## src/sv/emr_pkg.sv

```systemverilog
`default_nettype none
// ----------------------------------------------------------------------------
// emr_pkg
// Shared types, widths and helpers for the midpoint ellipse rasterizer.
// ----------------------------------------------------------------------------
package emr_pkg;

    localparam int MUL_A_W = 16;
    localparam int MUL_B_W = 20;
    localparam int MUL_P_W = MUL_A_W + MUL_B_W;
    localparam int ACC_W   = 38;
    localparam int DEC_W   = 36;
    localparam int GRAD_W  = 25;

    localparam logic [1:0] CFG_CENTER_X = 2'd0;
    localparam logic [1:0] CFG_CENTER_Y = 2'd1;
    localparam logic [1:0] CFG_RADIUS_X = 2'd2;
    localparam logic [1:0] CFG_RADIUS_Y = 2'd3;

    localparam logic [1:0] QUAD_LAST = 2'd3;

    typedef enum logic [15:0] {
        ST_IDLE   = 16'h0001,
        ST_AA     = 16'h0002,
        ST_BB     = 16'h0004,
        ST_DISP   = 16'h0008,
        ST_SQX    = 16'h0010,
        ST_BBS    = 16'h0020,
        ST_SQY    = 16'h0040,
        ST_AAT    = 16'h0080,
        ST_AABB   = 16'h0100,
        ST_INIT1  = 16'h0200,
        ST_INIT2  = 16'h0400,
        ST_DIV4   = 16'h0800,
        ST_UPD1   = 16'h1000,
        ST_UPD2   = 16'h2000,
        ST_SETTLE = 16'h4000,
        ST_EMIT   = 16'h8000
    } emr_state_t;

    typedef struct packed {
        logic       load;
        logic [1:0] quadrant;
        logic       fin;
    } emr_emit_t;

    // Quarter-unit value divided by four, rounding toward zero.
    function automatic logic [DEC_W-1:0] trunc_div4(input logic signed [ACC_W-1:0] n);
        logic signed [ACC_W-1:0] biased;
        logic signed [ACC_W-1:0] q;
        biased = n + (n[ACC_W-1] ? ACC_W'(3) : ACC_W'(0));
        q      = biased >>> 2;
        return q[DEC_W-1:0];
    endfunction

endpackage
`default_nettype wire

```

## src/sv/emr_mul.sv

```systemverilog
`default_nettype none
// ----------------------------------------------------------------------------
// emr_mul
// Shared unsigned multiplier with a registered product.
// ----------------------------------------------------------------------------
module emr_mul
    import emr_pkg::*;
(
    input  wire logic               clk,
    input  wire logic [MUL_A_W-1:0] op_a,
    input  wire logic [MUL_B_W-1:0] op_b,
    output logic      [MUL_P_W-1:0] prod
);

    logic [MUL_P_W-1:0] prod_reg;

    always_ff @(posedge clk)
    begin
        prod_reg <= MUL_P_W'(op_a) * MUL_P_W'(op_b);
    end

    assign prod = prod_reg;

endmodule
`default_nettype wire

```

## src/sv/emr_out.sv

```systemverilog
`default_nettype none
// ----------------------------------------------------------------------------
// emr_out
// Mirrors the current point into one quadrant and holds the pixel beat in an
// output register until the consumer takes it.
// ----------------------------------------------------------------------------
module emr_out
    import emr_pkg::*;
#(
    parameter int FRAME_WIDTH  = 256,
    parameter int FRAME_HEIGHT = 128
)
(
    input  wire logic               clk,
    input  wire logic               rst_n,
    input  wire emr_emit_t          emit,
    input  wire logic [7:0]         center_x,
    input  wire logic [6:0]         center_y,
    input  wire logic [8:0]         offset_x,
    input  wire logic [7:0]         offset_y,
    output logic                    slot_free,
    output logic                    pixel_valid,
    input  wire logic               pixel_ready,
    output logic signed [9:0]       pixel_x,
    output logic signed [8:0]       pixel_y,
    output logic [1:0]              quadrant,
    output logic                    inside_res,
    output logic                    last,
    output logic                    final_res
);

    logic [10:0]       px;
    logic [9:0]        py;
    logic              in_frame;
    logic              valid_reg;
    logic signed [9:0] pixel_x_reg;
    logic signed [8:0] pixel_y_reg;
    logic [1:0]        quadrant_reg;
    logic              inside_reg;
    logic              last_reg;
    logic              final_reg;

    always_comb
    begin
        px = emit.quadrant[0] ? ({3'b000, center_x} - {2'b00, offset_x})
                              : ({3'b000, center_x} + {2'b00, offset_x});
        py = emit.quadrant[1] ? ({3'b000, center_y} - {2'b00, offset_y})
                              : ({3'b000, center_y} + {2'b00, offset_y});
        in_frame = !px[10] && (32'(px[9:0]) < 32'(FRAME_WIDTH))
                && !py[9] && (32'(py[8:0]) < 32'(FRAME_HEIGHT));
    end

    assign slot_free = !valid_reg || pixel_ready;

    always_ff @(posedge clk or negedge rst_n)
    begin
        if (!rst_n)
        begin
            valid_reg <= 1'b0;
        end
        else if (emit.load)
        begin
            valid_reg <= 1'b1;
        end
        else if (pixel_ready)
        begin
            valid_reg <= 1'b0;
        end
    end

    always_ff @(posedge clk)
    begin
        if (emit.load)
        begin
            pixel_x_reg  <= $signed(px[9:0]);
            pixel_y_reg  <= $signed(py[8:0]);
            quadrant_reg <= emit.quadrant;
            inside_reg   <= in_frame;
            last_reg     <= (emit.quadrant == QUAD_LAST);
            final_reg    <= emit.fin;
        end
    end

    assign pixel_valid = valid_reg;
    assign pixel_x     = pixel_x_reg;
    assign pixel_y     = pixel_y_reg;
    assign quadrant    = quadrant_reg;
    assign inside_res  = inside_reg;
    assign last        = last_reg;
    assign final_res   = final_reg;

endmodule
`default_nettype wire

```

## src/sv/midpoint_ellipse_rasterizer_core.sv

```systemverilog
`default_nettype none
// ----------------------------------------------------------------------------
// midpoint_ellipse_rasterizer_core
// Midpoint ellipse walker: a sequencer around one shared multiplier forms the
// squared radii and the initial decisions, and emits four mirrored pixels.
// ----------------------------------------------------------------------------
// A restart beat begins a new ellipse at (0, radius_y); each later step beat
// advances one point and yields four pixel beats, quadrants 0 to 3, the last
// flagged. Step beats are not accepted while a point is in work, and the
// first point of region two takes longer than the others, because every product
// passes one at a time through the single registered multiplier and the four
// pixels leave through one output register; a step after the final point is
// accepted and yields nothing. Stalls on the pixel channel hold the walker in
// its emit state. The geometry registers may be rewritten between beats and
// take effect on the next one.
// ----------------------------------------------------------------------------
module midpoint_ellipse_rasterizer_core
    import emr_pkg::*;
#(
    parameter int FRAME_WIDTH  = 256,
    parameter int FRAME_HEIGHT = 128
)
(
    input  wire logic         clk,
    input  wire logic         rst_n,
    input  wire logic         cfg_valid,
    output logic              cfg_ready,
    input  wire logic [1:0]   cfg_index,
    input  wire logic [7:0]   cfg_data,
    input  wire logic         step_valid,
    output logic              step_ready,
    input  wire logic         restart,
    output logic              pixel_valid,
    input  wire logic         pixel_ready,
    output logic signed [9:0] pixel_x,
    output logic signed [8:0] pixel_y,
    output logic [1:0]        quadrant,
    output logic              inside_res,
    output logic              last,
    output logic              final_res
);

    emr_state_t state_reg;
    emr_state_t state_next;

    logic [7:0]                cx_reg;
    logic [6:0]                cy_reg;
    logic [7:0]                rx_reg;
    logic [6:0]                ry_reg;
    logic [8:0]                ox_reg;
    logic [7:0]                oy_reg;
    logic signed [GRAD_W-1:0]  gx_reg;
    logic signed [GRAD_W-1:0]  gy_reg;
    logic signed [DEC_W-1:0]   dec_reg;
    logic signed [ACC_W-1:0]   acc_reg;
    logic [15:0]               aa_reg;
    logic [13:0]               bb_reg;
    logic                      region_two_reg;
    logic                      walk_done_reg;
    logic                      first_pending_reg;
    logic                      fin_reg;
    logic                      restart_reg;
    logic                      branch_reg;
    logic [1:0]                q_reg;

    logic [MUL_A_W-1:0]        mul_a;
    logic [MUL_B_W-1:0]        mul_b;
    logic [MUL_P_W-1:0]        mul_prod;
    logic [9:0]                sx;
    logic [7:0]                ty;
    logic [DEC_W-1:0]          dec_add;
    logic signed [GRAD_W-1:0]  g_plus;
    logic signed [GRAD_W-1:0]  g_minus;
    logic [DEC_W-1:0]          dec_upd;
    logic [GRAD_W-1:0]         two_aa;
    logic [GRAD_W-1:0]         two_bb;
    logic                      dec_pos;
    logic                      slot_free;
    emr_emit_t                 emit;

    assign cfg_ready  = 1'b1;
    assign step_ready = (state_reg == ST_IDLE);

    always_comb
    begin
        sx      = {ox_reg, 1'b1};
        ty      = (oy_reg == 8'd0) ? 8'd1 : (oy_reg - 8'd1);
        two_aa  = {8'b0, aa_reg, 1'b0};
        two_bb  = {10'b0, bb_reg, 1'b0};
        dec_pos = !dec_reg[DEC_W-1] && (dec_reg != '0);
        dec_add = region_two_reg ? {20'b0, aa_reg} : {22'b0, bb_reg};
        g_plus  = (region_two_reg && branch_reg) ? '0 : gx_reg;
        g_minus = (!region_two_reg && branch_reg) ? '0 : gy_reg;
        dec_upd = dec_reg + dec_add
                + {{(DEC_W-GRAD_W){g_plus[GRAD_W-1]}}, g_plus}
                - {{(DEC_W-GRAD_W){g_minus[GRAD_W-1]}}, g_minus};
    end

    always_comb
    begin
        mul_a = '0;
        mul_b = '0;
        case (state_reg)
            ST_AA:
            begin
                mul_a = {8'b0, rx_reg};
                mul_b = {12'b0, rx_reg};
            end
            ST_BB:
            begin
                mul_a = {9'b0, ry_reg};
                mul_b = {13'b0, ry_reg};
            end
            ST_DISP:
            begin
                mul_a = aa_reg;
                mul_b = {13'b0, ry_reg};
            end
            ST_SQX:
            begin
                mul_a = {6'b0, sx};
                mul_b = {10'b0, sx};
            end
            ST_BBS:
            begin
                mul_a = {2'b0, bb_reg};
                mul_b = mul_prod[MUL_B_W-1:0];
            end
            ST_SQY:
            begin
                mul_a = {8'b0, ty};
                mul_b = {12'b0, ty};
            end
            ST_AAT:
            begin
                mul_a = aa_reg;
                mul_b = mul_prod[MUL_B_W-1:0];
            end
            ST_AABB:
            begin
                mul_a = aa_reg;
                mul_b = {6'b0, bb_reg};
            end
            default:
            begin
                mul_a = '0;
                mul_b = '0;
            end
        endcase
    end

    emr_mul u_mul
    (
        .clk  (clk),
        .op_a (mul_a),
        .op_b (mul_b),
        .prod (mul_prod)
    );

    always_comb
    begin
        emit.load     = (state_reg == ST_EMIT) && slot_free;
        emit.quadrant = q_reg;
        emit.fin      = fin_reg;
    end

    always_comb
    begin
        state_next = state_reg;
        case (state_reg)
            ST_IDLE:
            begin
                if (step_valid && (restart || !walk_done_reg))
                begin
                    state_next = ST_AA;
                end
            end
            ST_AA:    state_next = ST_BB;
            ST_BB:    state_next = ST_DISP;
            ST_DISP:
            begin
                if (restart_reg)
                begin
                    state_next = ST_INIT1;
                end
                else if (first_pending_reg)
                begin
                    state_next = ST_SQX;
                end
                else
                begin
                    state_next = ST_UPD1;
                end
            end
            ST_SQX:   state_next = ST_BBS;
            ST_BBS:   state_next = ST_SQY;
            ST_SQY:   state_next = ST_AAT;
            ST_AAT:   state_next = ST_AABB;
            ST_AABB:  state_next = ST_INIT2;
            ST_INIT1: state_next = ST_DIV4;
            ST_INIT2: state_next = ST_DIV4;
            ST_DIV4:  state_next = restart_reg ? ST_SETTLE : ST_UPD1;
            ST_UPD1:  state_next = ST_UPD2;
            ST_UPD2:  state_next = ST_SETTLE;
            ST_SETTLE: state_next = ST_EMIT;
            ST_EMIT:
            begin
                if (emit.load && (q_reg == QUAD_LAST))
                begin
                    state_next = ST_IDLE;
                end
            end
            default:  state_next = ST_IDLE;
        endcase
    end

    always_ff @(posedge clk or negedge rst_n)
    begin
        if (!rst_n)
        begin
            state_reg         <= ST_IDLE;
            cx_reg            <= '0;
            cy_reg            <= '0;
            rx_reg            <= '0;
            ry_reg            <= '0;
            ox_reg            <= '0;
            oy_reg            <= '0;
            gx_reg            <= '0;
            gy_reg            <= '0;
            dec_reg           <= '0;
            region_two_reg    <= 1'b0;
            walk_done_reg     <= 1'b1;
            first_pending_reg <= 1'b0;
            fin_reg           <= 1'b0;
            restart_reg       <= 1'b0;
            branch_reg        <= 1'b0;
            q_reg             <= '0;
        end
        else
        begin
            state_reg <= state_next;

            if (cfg_valid && cfg_ready)
            begin
                case (cfg_index)
                    CFG_CENTER_X: cx_reg <= cfg_data;
                    CFG_CENTER_Y: cy_reg <= cfg_data[6:0];
                    CFG_RADIUS_X: rx_reg <= cfg_data;
                    CFG_RADIUS_Y: ry_reg <= cfg_data[6:0];
                    default:      cx_reg <= cx_reg;
                endcase
            end

            case (state_reg)
                ST_IDLE:
                begin
                    if (step_valid)
                    begin
                        restart_reg <= restart;
                    end
                end
                ST_INIT1:
                begin
                    ox_reg            <= '0;
                    oy_reg            <= {1'b0, ry_reg};
                    gx_reg            <= '0;
                    gy_reg            <= {mul_prod[GRAD_W-2:0], 1'b0};
                    region_two_reg    <= 1'b0;
                    first_pending_reg <= 1'b0;
                    walk_done_reg     <= 1'b0;
                end
                ST_INIT2:
                begin
                    first_pending_reg <= 1'b0;
                end
                ST_DIV4:
                begin
                    dec_reg <= trunc_div4(acc_reg);
                end
                ST_UPD1:
                begin
                    if (!region_two_reg)
                    begin
                        ox_reg     <= ox_reg + 9'd1;
                        gx_reg     <= gx_reg + two_bb;
                        branch_reg <= dec_reg[DEC_W-1];
                        if (!dec_reg[DEC_W-1])
                        begin
                            oy_reg <= oy_reg - 8'd1;
                            gy_reg <= gy_reg - two_aa;
                        end
                    end
                    else
                    begin
                        oy_reg     <= oy_reg - 8'd1;
                        gy_reg     <= gy_reg - two_aa;
                        branch_reg <= dec_pos;
                        if (!dec_pos)
                        begin
                            ox_reg <= ox_reg + 9'd1;
                            gx_reg <= gx_reg + two_bb;
                        end
                    end
                end
                ST_UPD2:
                begin
                    dec_reg <= dec_upd;
                end
                ST_SETTLE:
                begin
                    q_reg <= '0;
                    if (!region_two_reg && (gx_reg < gy_reg))
                    begin
                        walk_done_reg <= 1'b0;
                        fin_reg       <= 1'b0;
                    end
                    else
                    begin
                        if (!region_two_reg)
                        begin
                            region_two_reg    <= 1'b1;
                            first_pending_reg <= 1'b1;
                        end
                        walk_done_reg <= (oy_reg == 8'd0);
                        fin_reg       <= (oy_reg == 8'd0);
                    end
                end
                ST_EMIT:
                begin
                    if (emit.load)
                    begin
                        q_reg <= q_reg + 2'd1;
                    end
                end
                default:
                begin
                    q_reg <= q_reg;
                end
            endcase
        end
    end

    // Squared radii and the quarter-unit accumulator need no reset.
    always_ff @(posedge clk)
    begin
        case (state_reg)
            ST_BB:    aa_reg  <= mul_prod[15:0];
            ST_DISP:  bb_reg  <= mul_prod[13:0];
            ST_SQY:   acc_reg <= ACC_W'(mul_prod);
            ST_AABB:  acc_reg <= acc_reg + {mul_prod, 2'b00};
            ST_INIT2: acc_reg <= acc_reg - {mul_prod, 2'b00} + ACC_W'(2);
            ST_INIT1:
            begin
                acc_reg <= {22'b0, bb_reg, 2'b00}
                         - {13'b0, mul_prod[22:0], 2'b00}
                         + {22'b0, aa_reg}
                         + ACC_W'(2);
            end
            default:  acc_reg <= acc_reg;
        endcase
    end

    emr_out #(
        .FRAME_WIDTH  (FRAME_WIDTH),
        .FRAME_HEIGHT (FRAME_HEIGHT)
    ) u_out
    (
        .clk         (clk),
        .rst_n       (rst_n),
        .emit        (emit),
        .center_x    (cx_reg),
        .center_y    (cy_reg),
        .offset_x    (ox_reg),
        .offset_y    (oy_reg),
        .slot_free   (slot_free),
        .pixel_valid (pixel_valid),
        .pixel_ready (pixel_ready),
        .pixel_x     (pixel_x),
        .pixel_y     (pixel_y),
        .quadrant    (quadrant),
        .inside_res  (inside_res),
        .last        (last),
        .final_res   (final_res)
    );

`ifndef NO_ASSERTIONS
    a_restart_starts: assert property (@(posedge clk) disable iff (!rst_n)
        step_valid && step_ready && restart |=> state_reg == ST_AA)
        else $error("A restart beat did not start the multiplier sequence.");

    a_done_is_silent: assert property (@(posedge clk) disable iff (!rst_n)
        step_valid && step_ready && !restart && walk_done_reg |=> state_reg == ST_IDLE)
        else $error("A step after the final point started work.");

    a_pending_in_r2: assert property (@(posedge clk) disable iff (!rst_n)
        first_pending_reg |-> region_two_reg)
        else $error("A region two decision is pending outside region two.");

    a_settle_done: assert property (@(posedge clk) disable iff (!rst_n)
        state_reg == ST_SETTLE |=> walk_done_reg == fin_reg)
        else $error("The walk end flag disagrees with the final point flag.");
`endif

endmodule
`default_nettype wire
```

## config.mk

```make
export PLATFORM = sky130hd
export DESIGN_NAME = midpoint_ellipse_rasterizer_core
export DESIGN_NICKNAME = d
export VERILOG_FILES = /design/src/sv/emr_pkg.sv /design/src/sv/emr_mul.sv /design/src/sv/emr_out.sv /design/src/sv/midpoint_ellipse_rasterizer_core.sv
export SDC_FILE = /design/constraint.sdc
export NUM_CORES = 2
export LEC_CHECK = 0
export BUFFER_PORTS_ARGS = -buffer_cell sky130_fd_sc_hd__buf_2
export CELL_PAD_IN_SITES_DETAIL_PLACEMENT = 0
export CELL_PAD_IN_SITES_GLOBAL_PLACEMENT = 2
export CORE_ASPECT_RATIO = 2
export CORE_MARGIN = 2
export CORE_UTILIZATION = 45
export DETAILED_ROUTE_END_ITERATION = 8
export PLACE_DENSITY_LB_ADDON = 0.1
export SLEW_MARGIN = 20
export SYNTH_ARGS = -nofsm -noshare
export SYNTH_HDL_FRONTEND = slang
export SYNTH_SLANG_ARGS = --single-unit
```

## constraint.sdc

```tcl
create_clock -name clk -period 17.6 [get_ports clk]
set_input_delay 1.76 -clock clk [delete_from_list [all_inputs] [get_ports clk]]
set_output_delay 1.76 -clock clk [all_outputs]
set_load 0.005 [all_outputs]
```

Word-level counts from Yosys, hierarchy flattened
Index checks and enable logic that the tools add are counted.
- eq/ne operators: 27
- mux-type cells: 41
- add/sub/neg operators: 19
- reduce and logical (&&, ||, !) cells: 43
- order comparisons: 3
- multiply operators: 1
- operators with widths (operator ; number):
    $pmux W16 S15 ; 1
    $pmux W38 S4 ; 1
    $mux W25 ; 6
    $pmux W20 S6 ; 1
    $pmux W25 S2 ; 2
    $pmux W16 S6 ; 1
    $pmux W36 S2 ; 1
    $mux W16 ; 3
    $add A38 B2 Y38 const B ; 1
    $add A38 B3 Y38 ; 1
    $add A38 B38 Y38 ; 1
    $sub A38 B38 Y38 ; 1
    $add A36 B16 Y36 ; 1
    $add A36 B36 Y36 ; 1
    $mul A16 B20 Y36 ; 1
    $reduce_bool A36 Y1 ; 1
    $sub A36 B36 Y36 ; 1
    $add A27 B3 Y28 const B ; 1
    $add A26 B17 Y27 ; 1
    $mux W13 ; 2
    $sub A16 B25 Y26 ; 1
    $add A25 B15 Y25 ; 1
    $lt A25 B25 Y1 ; 1
    $sub A25 B17 Y25 ; 1
    52 further kinds ; 101
- input bits: 16
- register bits after elaboration: 286
- output and inout bits: 27
- logic and storage cells: 162

Depth between registers and ports, before layout
- word-level depth: 6
- gate-level depth with buffers: 35

By module
Synthesis repeated with hierarchy kept, for this count alone.
- cells, all modules: 4120
- area, all modules: 35916.9 µm²
- modules (own cells, without submodules) (module ; instances ; area an instance (µm²) ; cells an instance ; sequential area each (µm²)):
    midpoint_ellipse_rasterizer_core ; 1 ; 22409.0 ; 2632 ; 5923.2
    emr_mul ; 1 ; 11284.6 ; 1258 ; 720.7
    emr_out ; 1 ; 2223.4 ; 230 ; 745.7

Worst setup path after synthesis
OpenSTA, ideal clock, no wires.
- kind: register to register
- start: reg state_reg[14]
- end: reg u_mul.prod_reg[33], in the netlist u_mul.prod[33]
- slack: 9.313 ns
- clock period less this slack: 8.287 ns
- arrival time: 8.215 ns
- data required time: 17.528 ns
- cell stages (with the launch flop): 33
- cells stage by stage: dfrtp_1 buf_2 nor4_1 and3_1 nand2_1 nor3b_2 nor2_1 nand2_1 buf_2 buf_2 a22o_1 buf_2 nand2_1 fa_1 inv_1 fa_1 fa_1 fa_1 fa_1 inv_1 fa_1 inv_1 ha_1 a21oi_1 nand2_1 nor4b_1 a211oi_1 nand3_1 a31oi_1 a2111oi_0 o21bai_1 a21oi_1 xnor2_1
- word-level cells in the longest chain between the ends: 4
- elaborated cells on any way between the ends: 14
- ends and longest elaborated chain (item ; RTL line ; source):
    start: declaration ; midpoint_ellipse_rasterizer_core.sv:43 ; emr_state_t state_reg;
    start signal: assignment ; midpoint_ellipse_rasterizer_core.sv:241 ; state_reg <= state_next;
    $eq A16 B4 Y1 (tied with other cells) ; midpoint_ellipse_rasterizer_core.sv:103 ; case (state_reg)
    $reduce_or A3 Y1 (no line) / $reduce_or A2 Y1 (equally long branches) ; - ;
    $pmux W16 S6 / $pmux W20 S6 (equally long branches) ; midpoint_ellipse_rasterizer_core.sv:103 ;
    $mul A16 B20 Y36 * ; emr_mul.sv:19 ; prod_reg <= MUL_P_W'(op_a) * MUL_P_W'(op_b);
    end signal: assignment ; emr_mul.sv:19 ;
    end: declaration ; emr_mul.sv:15 ; logic [MUL_P_W-1:0] prod_reg;
Mark *: on every way between the ends. The rest lies on a longest branch, timed or not.
A chain may end at the register's enable or synchronous reset.

Worst setup path after layout
- start: reg state_reg[3]
- end: reg u_mul.prod_reg[33], in the netlist u_mul.prod[33]
Same word-level chain as after synthesis.

==> flow_summary.toml <==
[status]
status = "complete, no violations"

[global_route]
grt_usage_pct = 33.0
grt_max_degree = 65
antenna_found_initial = 2
grt.overflow.total = 0
grt_pass1_vias = 32100
grt_pass1_wl_um = 199000

[detailed_routing]
via_count = 30600
drt_wl_total_um = 134000
viasPerCell = 5.91
wl_per_cell_um = 25.8
antenna_left = 0
drc = 0
first_pass_iters = 7
first_iter_violations = 2004

[sta]
maxSlewHeadroom_pct = 22.3
clock.fmax_ghz = 0.0967
setup_tns_ps = 0
fin_crit_ps = 10340
min_period_over_period_pct = 58.7
holdWs_ps = 462
finalMaxSlewViolations = 0
setup_viol = 0
hold_viol = 0
rsz0062_at_grt = "false"
fin_skew_ps = 30.9
worst_pin_slew_ps = 1170

[critical_path]
required_ps = 18070
cpLargestDelayFamily = "adder cells"
crit_type = "register to register"
r2r_start = "state_reg[3]$_DFFE_PN0P_"
slowest_stage = "a221o_1"
cp-startpoint = "state_reg[3]$_DFFE_PN0P_"
crit_arrival_ps = 10810
start_kind = "register"
path_max_fanout = 48
cpPeakStageDelay_ps = 850
cp_num_buf_inv = 8
end_kind = "register"

[synth]
syn_avg_cell_area_um2 = 8.68
yosys_warnings = 0
ys_seq_area_share_pct = 20.7
synth_edf_count = 92
yosysUniqueCellTypes = 105
ys_async_sr_fraction_pct = 54.9
synth-main-ff-cell = "dfrtp_1"
synth_cells = 4107
syn-cell-area_um2 = 35700
ys_seq_elements = 284

[placed_design]
place_congestion = 0.964
dp_hpwl_um = 109000
io_buffers = 41
place_area_um2 = 37200

[clocking]
clk_pin_slew_worst_paths_ps = 70
postCtsSetupBuffers = 0
cts-buffers-inserted = 34
htreeDepth = 2
cts_root_buffer = "clkbuf_16"
cts_buffer_depth = 3
ctsHoldBuffers = 0
ctsResizeCount = 0
cts_tree = "done"
clock_latency_ps = 600
clock-sinks = 284

[pwr]
power_density_nw_per_um2 = 56.9
total_power_mw = 2.18
vdd_drop_max_mv = 0.0578
p_leak_nw = 17.5

[layout]
nets = 4833
fin_area_um2 = 38300
area_growth_pct = 7.35
drive_gt1_share_pct = 6.08
largest_reg_flops = 38

[run]
drv_cap = 0

[floorplanning]
die_area_um2 = 81700
initial_core_util_pct = 45.2
die_h_um = 402
core_area_um2 = 78900
rows = 146
fp.dieW_um = 203
ios = 43

[worst_hold_path]
hp-class = "register to register"
worstHoldStart = "fin_reg$_DFFE_PN0P_"
synth_stat cells, types with 33 or more instances:
master	number	area (µm²)
a211oi_1	38	285
a21o_1	69	518
a21oi_1	251	1260
and2_1	54	338
buf_2	33	165
clkbuf_1	85	319
dfrtp_1	154	3850
dfxtp_1	36	721
edfxtp_1	92	2760
fa_1	310	6210
ha_1	384	4800
inv_1	554	2080
nand2_1	380	1430
nand2b_1	58	363
nand3_1	94	470
nor2_1	341	1280
nor2b_1	46	288
nor3_1	60	300
o211ai_1	51	383
o21ai_0	202	1010
xnor2_1	153	1340
xor2_1	85	744
final timing paths:
| check | endpoint | slack, ps | depth (start not counted) |
|---|---|---|---|
| min reg2reg | u_out.final_res$_DFFE_PP_ | 460 | 0 |
| max | u_mul.prod[33]$_DFF_P_ | 7260 | 32 |
| min in group asynchronous | dec_reg[22]$_DFFE_PN0P_ | 1110 | 1 |
| max in group asynchronous | u_out.pixel_valid$_DFFE_PN0P_ | 14500 | 3 |
| max reg2reg | u_mul.prod[33]$_DFF_P_ | 7260 | 32 |
| min | u_out.final_res$_DFFE_PP_ | 460 | 0 |
metrics by stage:
stage | cells | utilization, % | worst slack (ps)
final | 5185 | 48.5 | 7260
after global routing | 5184 | 48.5 | 6640
after CTS | 5184 | 48.5 | 7190
after detailed placement | 5123 | 47.1 | 7250
after global placement | 5123 | 47.1 | 7250
after floorplan | 4108 | - | 9310
power by group:
part           switching (mW)  leakage [nW]  internal (mW)
Combinational           0.417          13.9          0.253
Sequential             0.0446          3.04          0.714
Clock                   0.338         0.553          0.414
Total                   0.800          17.5           1.38
worst reg2reg max path, delay by kind of cell (launching register included):
family | cells | cell delay [ps]
and+or+nand+nor | 9 | 2460
buffers and inverters | 8 | 1160
DFF | 1 | 470
xor gates and xnor gates | 1 | 120
adders and majority gates | 7 | 3330
AOI/OAI and AO/OA | 7 | 2680
cell usage in the layout (no fill, tap or decap), types with 31 or more instances in the layout:
cell       instances
o21ai_0          202
buf_4             66
o211ai_1          51
nand2_1          380
dfxtp_1           36
nor2_1           341
nor3_1            60
and2_1            54
clkbuf_16         35
xor2_1            85
buf_2             40
a211oi_1          38
a21o_1            69
nor2b_1           46
a21oi_1          251
edfxtp_1          92
inv_1            554
nand3_1           94
xnor2_1          153
dfrtp_1          154
a22oi_1           31
nand2b_1          58
ha_1             384
fa_1             310
per-layer routing:
| metal | GRT usage, % | part of all wire (%) | vias up |
|---|---|---|---|
| met5 | 0 | 0.018 | - |
| met4 | 24.1 | 8.9 | 4 |
| met3 | 3.71 | 4.0 | 414 |
| met2 | 62.4 | 54 | 881 |
| met1 | 32.6 | 33 | 15300 |
| li1 | - | - | 14100 |
final cells by class:
cell class	instances	area (µm²)
Fill cell	7920	40600
Multi-Input combinational cell	3140	25700
Sequential cell	284	7390
Inverter	556	2090
Tap cell	1036	1300
Clock buffer	47	991
Timing Repair Buffer	107	707
Clock inverter	14	135
Antenna cell	1	2.50
logic make-up (layout without fill, tap and decap cells):
logic type      Yosys count  after routing  synth area share (%)
simple gates           1228           1228                  16.6
compound gates          919            919                  16.8
fa+ha+maj               694            694                  30.9
buf+inv                 684            724                  7.35
flops                   284            284                  20.7
xor+xnor                238            238                  5.84
mux                      58             58                  1.73
other cells               2              4                0.0211
Power figures use the tool's default switching activity.
